<file path="src/rtl/core/pcsp_pkg.sv">
// ----------------------------------------------------------------------------
// pcsp_pkg
// Shared constants, codes and controller/datapath interface types for the
// partition counting-sort placer.
// ----------------------------------------------------------------------------
package pcsp_pkg;

   localparam int MAX_PARTS    = 64;
   localparam int MAX_VERTICES = 65536;

   localparam int BKT_W   = $clog2(MAX_PARTS);
   localparam int CNT_W   = $clog2(MAX_VERTICES + 1);
   localparam int OP_W    = 2;
   localparam int LABEL_W = 6;
   localparam int PCNT_W  = 7;
   localparam int POS_W   = 16;
   localparam int STAT_W  = 2;

   localparam int REQ_TDATA_W = 8 * ((OP_W + LABEL_W + 7) / 8);
   localparam int RSP_TDATA_W = 8 * ((POS_W + STAT_W + 7) / 8);
   localparam int RSP_PAD_W   = RSP_TDATA_W - POS_W - STAT_W;

   localparam logic [PCNT_W-1:0] PART_COUNT_RESET = PCNT_W'(64);

   typedef enum logic [OP_W-1:0] {
      OP_CLEAR = 2'd0,
      OP_COUNT = 2'd1,
      OP_PLACE = 2'd2,
      OP_NONE  = 2'd3
   } op_type;

   typedef enum logic [STAT_W-1:0] {
      ST_OK        = 2'd0,
      ST_BAD_LABEL = 2'd1,
      ST_BEYOND    = 2'd2,
      ST_FULL      = 2'd3
   } status_type;

   typedef enum logic [1:0] {
      S_IDLE,
      S_PLACE,
      S_SWEEP
   } state_type;

   typedef enum logic {
      WR_COUNT,
      WR_PLACE
   } wr_kind_type;

   typedef struct packed {
      logic [CNT_W-1:0] pending;
      logic [CNT_W-1:0] position;
   } entry_type;

   typedef struct packed {
      logic        clear;
      logic        total_inc;
      logic        rd_en;
      logic        rd_start;
      logic        wr_en;
      wr_kind_type wr_kind;
      logic        rsp_load;
      status_type  rsp_status;
      logic        rsp_pos_sel;
   } cmd_type;

   typedef struct packed {
      logic label_ok;
      logic full;
      logic pending_zero;
      logic sweep_last;
      logic rsp_free;
   } stat_type;

endpackage

</file>
<file path="src/rtl/core/pcsp_ctrl.sv">
// ----------------------------------------------------------------------------
// pcsp_ctrl
// Sequencer for the placer: decodes each beat, starts bucket reads, steps the
// count sweep and tells the datapath when to write and when to load a result.
// ----------------------------------------------------------------------------
module pcsp_ctrl (
   input  logic                clock,
   input  logic                reset,
   input  logic                req_tvalid,
   output logic                req_tready,
   input  pcsp_pkg::op_type    req_op,
   input  pcsp_pkg::stat_type  stat,
   output pcsp_pkg::cmd_type   cmd
);
   import pcsp_pkg::*;

   state_type state_ff;
   state_type state_in;

   always_ff @(posedge clock) begin
      if (reset) begin
         state_ff <= S_IDLE;
      end else begin
         state_ff <= state_in;
      end
   end

   always_comb begin
      state_in       = state_ff;
      req_tready     = 1'b0;
      cmd            = '0;
      cmd.wr_kind    = WR_COUNT;
      cmd.rsp_status = ST_OK;
      unique case (state_ff)
         S_IDLE: begin
            req_tready = stat.rsp_free;
            if (req_tvalid && stat.rsp_free) begin
               unique case (req_op)
                  OP_CLEAR: begin
                     cmd.clear    = 1'b1;
                     cmd.rsp_load = 1'b1;
                  end
                  OP_COUNT: begin
                     cmd.rsp_load = 1'b1;
                     if (!stat.label_ok) begin
                        cmd.rsp_status = ST_BAD_LABEL;
                     end else if (stat.full) begin
                        cmd.rsp_status = ST_FULL;
                     end else begin
                        cmd.total_inc = 1'b1;
                        cmd.rd_en     = 1'b1;
                        cmd.rd_start  = 1'b1;
                        state_in      = S_SWEEP;
                     end
                  end
                  OP_PLACE: begin
                     if (!stat.label_ok) begin
                        cmd.rsp_load   = 1'b1;
                        cmd.rsp_status = ST_BAD_LABEL;
                     end else begin
                        cmd.rd_en    = 1'b1;
                        cmd.rd_start = 1'b1;
                        state_in     = S_PLACE;
                     end
                  end
                  OP_NONE: begin
                     cmd.rsp_load = 1'b1;
                  end
               endcase
            end
         end
         S_PLACE: begin
            // The bucket word is in the read register; wait for room at the output.
            if (stat.rsp_free) begin
               cmd.rsp_load = 1'b1;
               if (stat.pending_zero) begin
                  cmd.rsp_status = ST_BEYOND;
               end else begin
                  cmd.wr_en       = 1'b1;
                  cmd.wr_kind     = WR_PLACE;
                  cmd.rsp_pos_sel = 1'b1;
               end
               state_in = S_IDLE;
            end
         end
         S_SWEEP: begin
            cmd.wr_en   = 1'b1;
            cmd.wr_kind = WR_COUNT;
            if (stat.sweep_last) begin
               state_in = S_IDLE;
            end else begin
               cmd.rd_en = 1'b1;
            end
         end
         default: begin
            state_in = S_IDLE;
         end
      endcase
   end

endmodule

</file>
<file path="src/rtl/core/pcsp_datapath.sv">
// ----------------------------------------------------------------------------
// pcsp_datapath
// Bucket RAM with per-bucket valid bits, the read/modify/write path, the
// counted total, the partition-count register and the result register.
// ----------------------------------------------------------------------------
module pcsp_datapath (
   input  logic                                clock,
   input  logic                                reset,
   input  logic [pcsp_pkg::LABEL_W-1:0]        req_label,
   input  logic                                csr_valid,
   input  logic [pcsp_pkg::PCNT_W-1:0]         csr_wdata,
   input  pcsp_pkg::cmd_type                   cmd,
   output pcsp_pkg::stat_type                  stat,
   input  logic                                rsp_tready,
   output logic                                rsp_valid,
   output logic [pcsp_pkg::POS_W-1:0]          rsp_pos,
   output pcsp_pkg::status_type                rsp_status
);
   import pcsp_pkg::*;

   logic [PCNT_W-1:0]    part_count_ff;
   logic [CNT_W-1:0]     total_ff;
   logic [MAX_PARTS-1:0] valid_ff;
   entry_type            bucket_ff [MAX_PARTS];
   entry_type            rd_data_ff;
   logic                 rd_valid_ff;
   logic [BKT_W-1:0]     addr_ff;
   logic [BKT_W-1:0]     lab_ff;
   logic [BKT_W-1:0]     rd_addr;
   entry_type            entry;
   entry_type            wr_data;
   logic                 rsp_valid_ff;
   logic [POS_W-1:0]     rsp_pos_ff;
   status_type           rsp_status_ff;

   always_ff @(posedge clock) begin
      if (reset) begin
         part_count_ff <= PART_COUNT_RESET;
      end else if (csr_valid) begin
         part_count_ff <= csr_wdata;
      end
   end

   always_ff @(posedge clock) begin
      if (reset || cmd.clear) begin
         total_ff <= '0;
      end else if (cmd.total_inc) begin
         total_ff <= total_ff + CNT_W'(1);
      end
   end

   // A bucket never written since the last clear reads as all zero.
   always_ff @(posedge clock) begin
      if (reset || cmd.clear) begin
         valid_ff <= '0;
      end else if (cmd.wr_en) begin
         valid_ff[addr_ff] <= 1'b1;
      end
   end

   assign rd_addr = cmd.rd_start ? BKT_W'(req_label) : addr_ff + BKT_W'(1);

   always_ff @(posedge clock) begin
      if (cmd.rd_en) begin
         addr_ff     <= rd_addr;
         rd_data_ff  <= bucket_ff[rd_addr];
         rd_valid_ff <= valid_ff[rd_addr];
      end
      if (cmd.rd_start) begin
         lab_ff <= BKT_W'(req_label);
      end
   end

   always_ff @(posedge clock) begin
      if (cmd.wr_en) begin
         bucket_ff[addr_ff] <= wr_data;
      end
   end

   assign entry = rd_valid_ff ? rd_data_ff : '0;

   always_comb begin
      wr_data = entry;
      unique case (cmd.wr_kind)
         WR_PLACE: begin
            wr_data.pending  = entry.pending - CNT_W'(1);
            wr_data.position = entry.position + CNT_W'(1);
         end
         WR_COUNT: begin
            if (addr_ff == lab_ff) begin
               wr_data.pending = entry.pending + CNT_W'(1);
            end else begin
               wr_data.position = entry.position + CNT_W'(1);
            end
         end
      endcase
   end

   always_ff @(posedge clock) begin
      if (reset) begin
         rsp_valid_ff <= 1'b0;
      end else if (cmd.rsp_load) begin
         rsp_valid_ff <= 1'b1;
      end else if (rsp_tready) begin
         rsp_valid_ff <= 1'b0;
      end
   end

   always_ff @(posedge clock) begin
      if (cmd.rsp_load) begin
         rsp_pos_ff    <= cmd.rsp_pos_sel ? entry.position[POS_W-1:0] : '0;
         rsp_status_ff <= cmd.rsp_status;
      end
   end

   assign stat.label_ok     = (PCNT_W'(req_label) < part_count_ff) &&
                              (32'(req_label) < MAX_PARTS);
   assign stat.full         = total_ff >= CNT_W'(MAX_VERTICES);
   assign stat.pending_zero = entry.pending == '0;
   assign stat.sweep_last   = addr_ff == BKT_W'(MAX_PARTS - 1);
   assign stat.rsp_free     = !rsp_valid_ff || rsp_tready;

   assign rsp_valid  = rsp_valid_ff;
   assign rsp_pos    = rsp_pos_ff;
   assign rsp_status = rsp_status_ff;

endmodule

</file>
<file path="src/rtl/core/partition_counting_sort_placer.sv">
// ----------------------------------------------------------------------------
// partition_counting_sort_placer
// Stable counting-sort bucket placer: counts vertices per partition label,
// then hands out each vertex's new index from its bucket's next position.
// ----------------------------------------------------------------------------
//
// Channel  Direction  Ports                      Beat contents (low bit up)
// -------  ---------  -------------------------  -------------------------------
// req      in         req_tvalid/tready/tdata    operation[1:0], label[7:2]
// rsp      out        rsp_tvalid/tready/tdata    new_position[15:0], status[17:16]
// csr      in         csr_valid/ready/wdata      part_count[6:0]
//
// A clear, an unused operation code, a beat with a bad label and a count
// refused as full are answered straight from the idle state. A place first
// reads the bucket word from the bucket RAM, then, once the result register
// has room, writes it back with its position advanced unless none is pending.
// A count walks the bucket RAM from its own bucket to the top one, one read and
// one write per cycle, bumping every higher bucket's position.
// Reset is synchronous; it drops all bucket valid bits at once, zeroes the
// counted total and sets part_count to 64. No result is pending after reset.
// A request beat is taken only while the controller is idle and the result
// register is empty or being emptied; a stalled result holds its beat.
//
// The bucket state lives in a MAX_PARTS-deep RAM of {pending, position} words.
// Each bucket has a valid bit; a clear drops them all at once and a bucket that
// has not been written since reads as zero.
//
module partition_counting_sort_placer (
   input  logic                                clock,
   input  logic                                reset,
   input  logic                                req_tvalid,
   output logic                                req_tready,
   input  logic [pcsp_pkg::REQ_TDATA_W-1:0]    req_tdata,  // operation, label
   output logic                                rsp_tvalid,
   input  logic                                rsp_tready,
   output logic [pcsp_pkg::RSP_TDATA_W-1:0]    rsp_tdata,  // new_position, status
   input  logic                                csr_valid,
   output logic                                csr_ready,
   input  logic [pcsp_pkg::PCNT_W-1:0]         csr_wdata
);
   import pcsp_pkg::*;

   cmd_type              cmd;
   stat_type             stat;
   op_type               req_op;
   logic [LABEL_W-1:0]   req_label;
   logic [POS_W-1:0]     rsp_pos;
   status_type           rsp_status;

   assign req_op    = op_type'(req_tdata[OP_W-1:0]);
   assign req_label = req_tdata[OP_W +: LABEL_W];

   // The partition count register takes a write in any cycle.
   assign csr_ready = 1'b1;

   pcsp_ctrl u_ctrl (
      .clock      (clock),
      .reset      (reset),
      .req_tvalid (req_tvalid),
      .req_tready (req_tready),
      .req_op     (req_op),
      .stat       (stat),
      .cmd        (cmd)
   );

   pcsp_datapath u_datapath (
      .clock      (clock),
      .reset      (reset),
      .req_label  (req_label),
      .csr_valid  (csr_valid),
      .csr_wdata  (csr_wdata),
      .cmd        (cmd),
      .stat       (stat),
      .rsp_tready (rsp_tready),
      .rsp_valid  (rsp_tvalid),
      .rsp_pos    (rsp_pos),
      .rsp_status (rsp_status)
   );

   // The upper bits of the result beat are zero fill.
   assign rsp_tdata = {{RSP_PAD_W{1'b0}}, rsp_status, rsp_pos};

endmodule

</file>
<file path="config.mk">
export PLATFORM = sky130hd
export DESIGN_NAME = partition_counting_sort_placer
export DESIGN_NICKNAME = d
export VERILOG_FILES = /design/src/rtl/core/pcsp_pkg.sv /design/src/rtl/core/pcsp_ctrl.sv /design/src/rtl/core/pcsp_datapath.sv /design/src/rtl/core/partition_counting_sort_placer.sv
export SDC_FILE = /design/constraint.sdc
export NUM_CORES = 2
export LEC_CHECK = 0
export ABC_CLOCK_PERIOD_IN_PS = 12200
export BUFFER_PORTS_ARGS = -buffer_cell sky130_fd_sc_hd__buf_2
export CORE_MARGIN = 2
export CORE_UTILIZATION = 61
export DETAILED_ROUTE_END_ITERATION = 12
export PLACE_DENSITY = 0.74
export SYNTH_ARGS = -nofsm -noshare
export SYNTH_HDL_FRONTEND = slang
export SYNTH_SLANG_ARGS = --single-unit
export TNS_END_PERCENT = 100
</file>
<file path="constraint.sdc">
create_clock -name clock -period 12.2 [get_ports clock]
set_clock_uncertainty 0.15 [all_clocks]
set_input_delay 2.44 -clock clock [delete_from_list [all_inputs] [get_ports clock]]
set_output_delay 2.44 -clock clock [all_outputs]
set_load 0.05 [all_outputs]
</file>
==> impl_metrics.sql <==
INSERT INTO impl_metrics (metric_group, metric, value, unit) VALUES
('clock_network', 'cts_tree', 'done', ''),
('place', 'hpwl', '131000', 'um'),
('routing', 'post_drt_via_cell_ratio', '7.12', ''),
('timing', 'grt_setup_unrepaired', 'false', ''),
('place', 'port_buffers', '39', ''),
('final_layout', 'multiInputGateArea', '21300', 'um^2'),
('clock_network', 'tritoncts_num_sinks', '2267', ''),
('clock_network', 'cts.path.max_buffers', '3', ''),
('timing', 'min_period_over_period', '0.656', ''),
('clock_network', 'clock_tree_root_driver_cell', 'clkbuf_16', ''),
('global_route', 'grt-ovfl-total', '0', ''),
('logic_synthesis', 'post_synth_num_cell_types', '71', ''),
('routing', 'num_vias', '55800', ''),
('global_route', 'grt_pass1_wl', '367000', 'um'),
('clock_network', 'cts-resized-gates', '0', ''),
('final_layout', 'area.sequential', '67200', 'um^2'),
('floorplan', 'dieHeight', '388', 'um'),
('power_and_ir_drop', 'power.leakage', '33.1', 'nW'),
('timing', 'remaining_max_slew_budget_at_the_tightest_pin', '0.113', ''),
('floorplan', 'initial_core_util', '0.616', ''),
('timing', 'setup_violations', '0', ''),
('timing', 'setup_tns_final', '0', 'ns'),
('logic_synthesis', 'syn-mean-instance-area', '15.6', 'um^2'),
('critical_path', 'kind_of_end_point_of_the_critical_path', 'register', ''),
('floorplan', 'die_x', '388', 'um'),
('outcome', 'status', 'completed', ''),
('floorplan', 'core_region_area', '146000', 'um^2'),
('timing', 'layout_setup_ws', '4.20', 'ns'),
('logic_synthesis', 'ys_seq_area_frac', '0.746', ''),
('routing', 'detailedRoute.firstIterationViolations', '9645', ''),
('final_layout', 'final_layout_size_suffix_gt1_frac', '0.108', ''),
('critical_path', 'setup.reg_to_reg.worst_slack', '5.60', 'ns'),
('place', 'globalplace.congestion', '0.884', ''),
('global_route', 'antenna_violations_before_repair', '12', ''),
('power_and_ir_drop', 'power.density', '228', 'nW/um^2'),
('logic_synthesis', 'synth_flop_cell', 'edfxtp_1', ''),
('power_and_ir_drop', 'ir_drop', '0.000329', 'V'),
('floorplan', 'rows', '140', ''),
('critical_path', 'path_class', 'in -> reg', ''),
('logic_synthesis', 'synth_area', '90000', 'um^2'),
('critical_path', 'required', '12.63', 'ns'),
('critical_path', 'timing.critical_path.arrival', '8.44', 'ns'),
('logic_synthesis', 'synth_enable_flop_cells', '2176', ''),
('timing', 'slew_violations', '0', ''),
('global_route', 'grt_pass1_vias', '52700', ''),
('clock_network', 'postCtsHoldBufs', '0', ''),
('flow_run', 'maxCapViolations', '0', ''),
('clock_network', 'count_of_buffers_added_by_post_cts_timing_repair_for_setup', '0', ''),
('logic_synthesis', 'synth_async_sr_flop_share', '0', ''),
('timing', 'final_hold_viol_count', '0', ''),
('global_route', 'pin_count_of_the_biggest_net_entering_global_routing', '178', ''),
('routing', 'avgRoutedWirePerCell', '33.0', 'um'),
('final_layout', 'filler_cell_count', '9348', ''),
('timing', 'final.min_clock_period', '8.00', 'ns'),
('floorplan', 'ioPinCount', '47', ''),
('critical_path', 'worst_setup_path_start_kind', 'input port', ''),
('final_layout', 'syn_to_final_growth', '10.6', '%'),
('routing', 'drt.antenna.violating_nets', '0', ''),
('routing', 'dr.pass1.iters', '6', ''),
('logic_synthesis', 'postSynthRegisterBits', '2267', ''),
('clock_network', 'clkSlewWorstSetupHoldPaths', '0.07', 'ns'),
('clock_network', 'htree_levels', '4', ''),
('place', 'preCtsSetupSlack', '3.47', 'ns'),
('clock_network', 'clock_latency', '0.87', 'ns'),
('critical_path', 'critical_path.max_fanout', '149', ''),
('logic_synthesis', 'synthCells', '5761', ''),
('timing', 'worst_slew_pin_slew', '1.32', 'ns'),
('floorplan', 'die_area', '151000', 'um^2'),
('power_and_ir_drop', 'p_total', '22.7', 'mW'),
('timing', 'achievable-frequency', '0.125', 'GHz'),
('global_route', 'global_route.usage.total', '0.339', ''),
('clock_network', 'cts_made_buffers', '213', ''),
('logic_synthesis', 'ys.warnings.count', '0', ''),
('final_layout', 'final_nets', '5779', ''),
('routing', 'routed_wirelength', '259000', 'um'),
('hold_path', 'worstHoldPathType', 'reg -> reg', ''),
('routing', 'drc_errors', '0', '');
-- critical path: stages --
cell,delay [ns]
buf_2,0.09
inv_1,0.07
ha_1,0.28
and2_1,0.18
o2111ai_1,0.53
a2111o_2,0.99
nand3_4,0.30
buf_12,0.63
buf_12,0.71
buf_4,0.76
mux2i_1,0.28
a221oi_1,0.11
nor4_1,0.57
nand4_1,0.15
-- per-layer routing --
metal / global-route usage / wire, um / vias up
met1: 0.465 / 93500 / 27900
met3: 0.0958 / 36200 / 762
met5: 0 / 51 / -
met4: 0.154 / 13000 / 8
li1: - / - / 22900
met2: 0.510 / 116000 / 4274
-- flip-flops by register name (all words and copies together) (netlist names) --
| signal | count |
|---|---|
| u_datapath.rd_valid_ff | 1 |
| u_datapath.part_count_ff | 7 |
| u_datapath.lab_ff | 6 |
| u_datapath.rsp_valid | 1 |
| u_datapath.valid_ff | 64 |
| u_datapath.rd_data_ff | 33 |
| u_ctrl.state_ff | 2 |
| u_datapath.rsp_pos | 16 |
| u_datapath.bucket_ff | 2112 |
| u_datapath.addr_ff | 6 |
| u_datapath.total_ff | 17 |
| u_datapath.rsp_status | 2 |
-- cells in the mapped netlist (all sizes together) (7+ instances only) --
library cell	count	area, um^2
or3	7	43.8
a222oi	7	70.1
a2111oi	61	534
nor2b	9	56.3
o311ai	11	96.4
nor2	181	679
clkbuf	219	826
o22ai	14	87.6
nand3	31	165
ha	18	225
xnor2	25	219
mux2	8	90.1
nor4	78	488
o21a	34	255
nor3	11	55.1
a22oi	58	435
buf	215	1250
mux2i	468	4700
xor2	21	184
a221oi	524	4590
a21oi	300	1500
o21ai	24	120
a31oi	152	951
nand2	482	1830
nand4	44	275
a211oi	75	563
and4	12	105
and2	211	1320
and3	23	144
edfxtp	2176	65300
inv	104	390
dfxtp	91	1820
-- cell families (layout without fill, tap and decap cells) --
logic type / after synthesis / after routing / synth area share
other cells: 2 / 10 / 0.0000835
buf+inv: 538 / 694 / 0.0274
fa+ha+maj: 18 / 18 / 0.00250
xor+xnor: 46 / 46 / 0.00448
compound gates: 1297 / 1297 / 0.106
mux: 476 / 476 / 0.0533
flops: 2267 / 2267 / 0.746
simple gates: 1117 / 1117 / 0.0599
-- path summary, 6_finish.rpt --
check / to / startpoint / cells after the start
setup / recovery: u_datapath.rd_data_ff[19] / req_tdata[0] / 14
hold / removal: u_datapath.valid_ff[15] / u_datapath.valid_ff[15] / 1
setup reg to reg: u_datapath.rd_data_ff[19] / u_ctrl.state_ff[0] / 12
hold reg to reg: u_datapath.valid_ff[15] / u_datapath.valid_ff[15] / 1
-- area by class of cell --
| class | instances | area share |
|---|---|---|
| clock inverter | 131 | 0.0115 |
| sequential | 2267 | 0.675 |
| clock buffer | 265 | 0.0572 |
| inverter | 104 | 0.00400 |
| timing repair buffer | 194 | 0.0150 |
| multi-input combinational | 2961 | 0.214 |
| tap | 1917 | 0.0241 |
| antenna | 3 | 0.0000754 |
-- placed cells by master (no fill, tap or decap), drive strengths merged, types with 34 or more instances in the layout --
master,netlist,layout
a22oi,58,58
a221oi,524,524
edfxtp,2176,2176
mux2i,468,468
a21oi,300,300
a2111oi,61,61
dfxtp,91,91
buf,215,194
clkbuf,219,265
a211oi,75,75
nand2,482,482
o21a,34,34
nor4,78,78
and2,211,211
a31oi,152,152
nor2,181,181
inv,104,110
nand4,44,44
clkinv,0,101
-- power by group --
group,leakage [nW],switching (mW),internal [mW]
Combinational,9.19,4.66,1.44
Sequential,20.6,0.185,9.89
Clock,3.35,2.82,3.69
-- stage by stage --
stage | std cells | instance area, um^2 | hold WS (ns) | utilization
2_1_floorplan | 5766 | 90000 | 0.282 | -
3_3_place_gp | 7443 | 92700 | 0.290 | 0.635
3_5_place_dp | 7443 | 92700 | 0.295 | 0.635
4_1_cts | 7839 | 99600 | 0.309 | 0.681
5_1_grt | 7839 | 99600 | 0.324 | 0.681
6_report | 7842 | 99600 | 0.306 | 0.682
(Power assumes the default switching activity.)
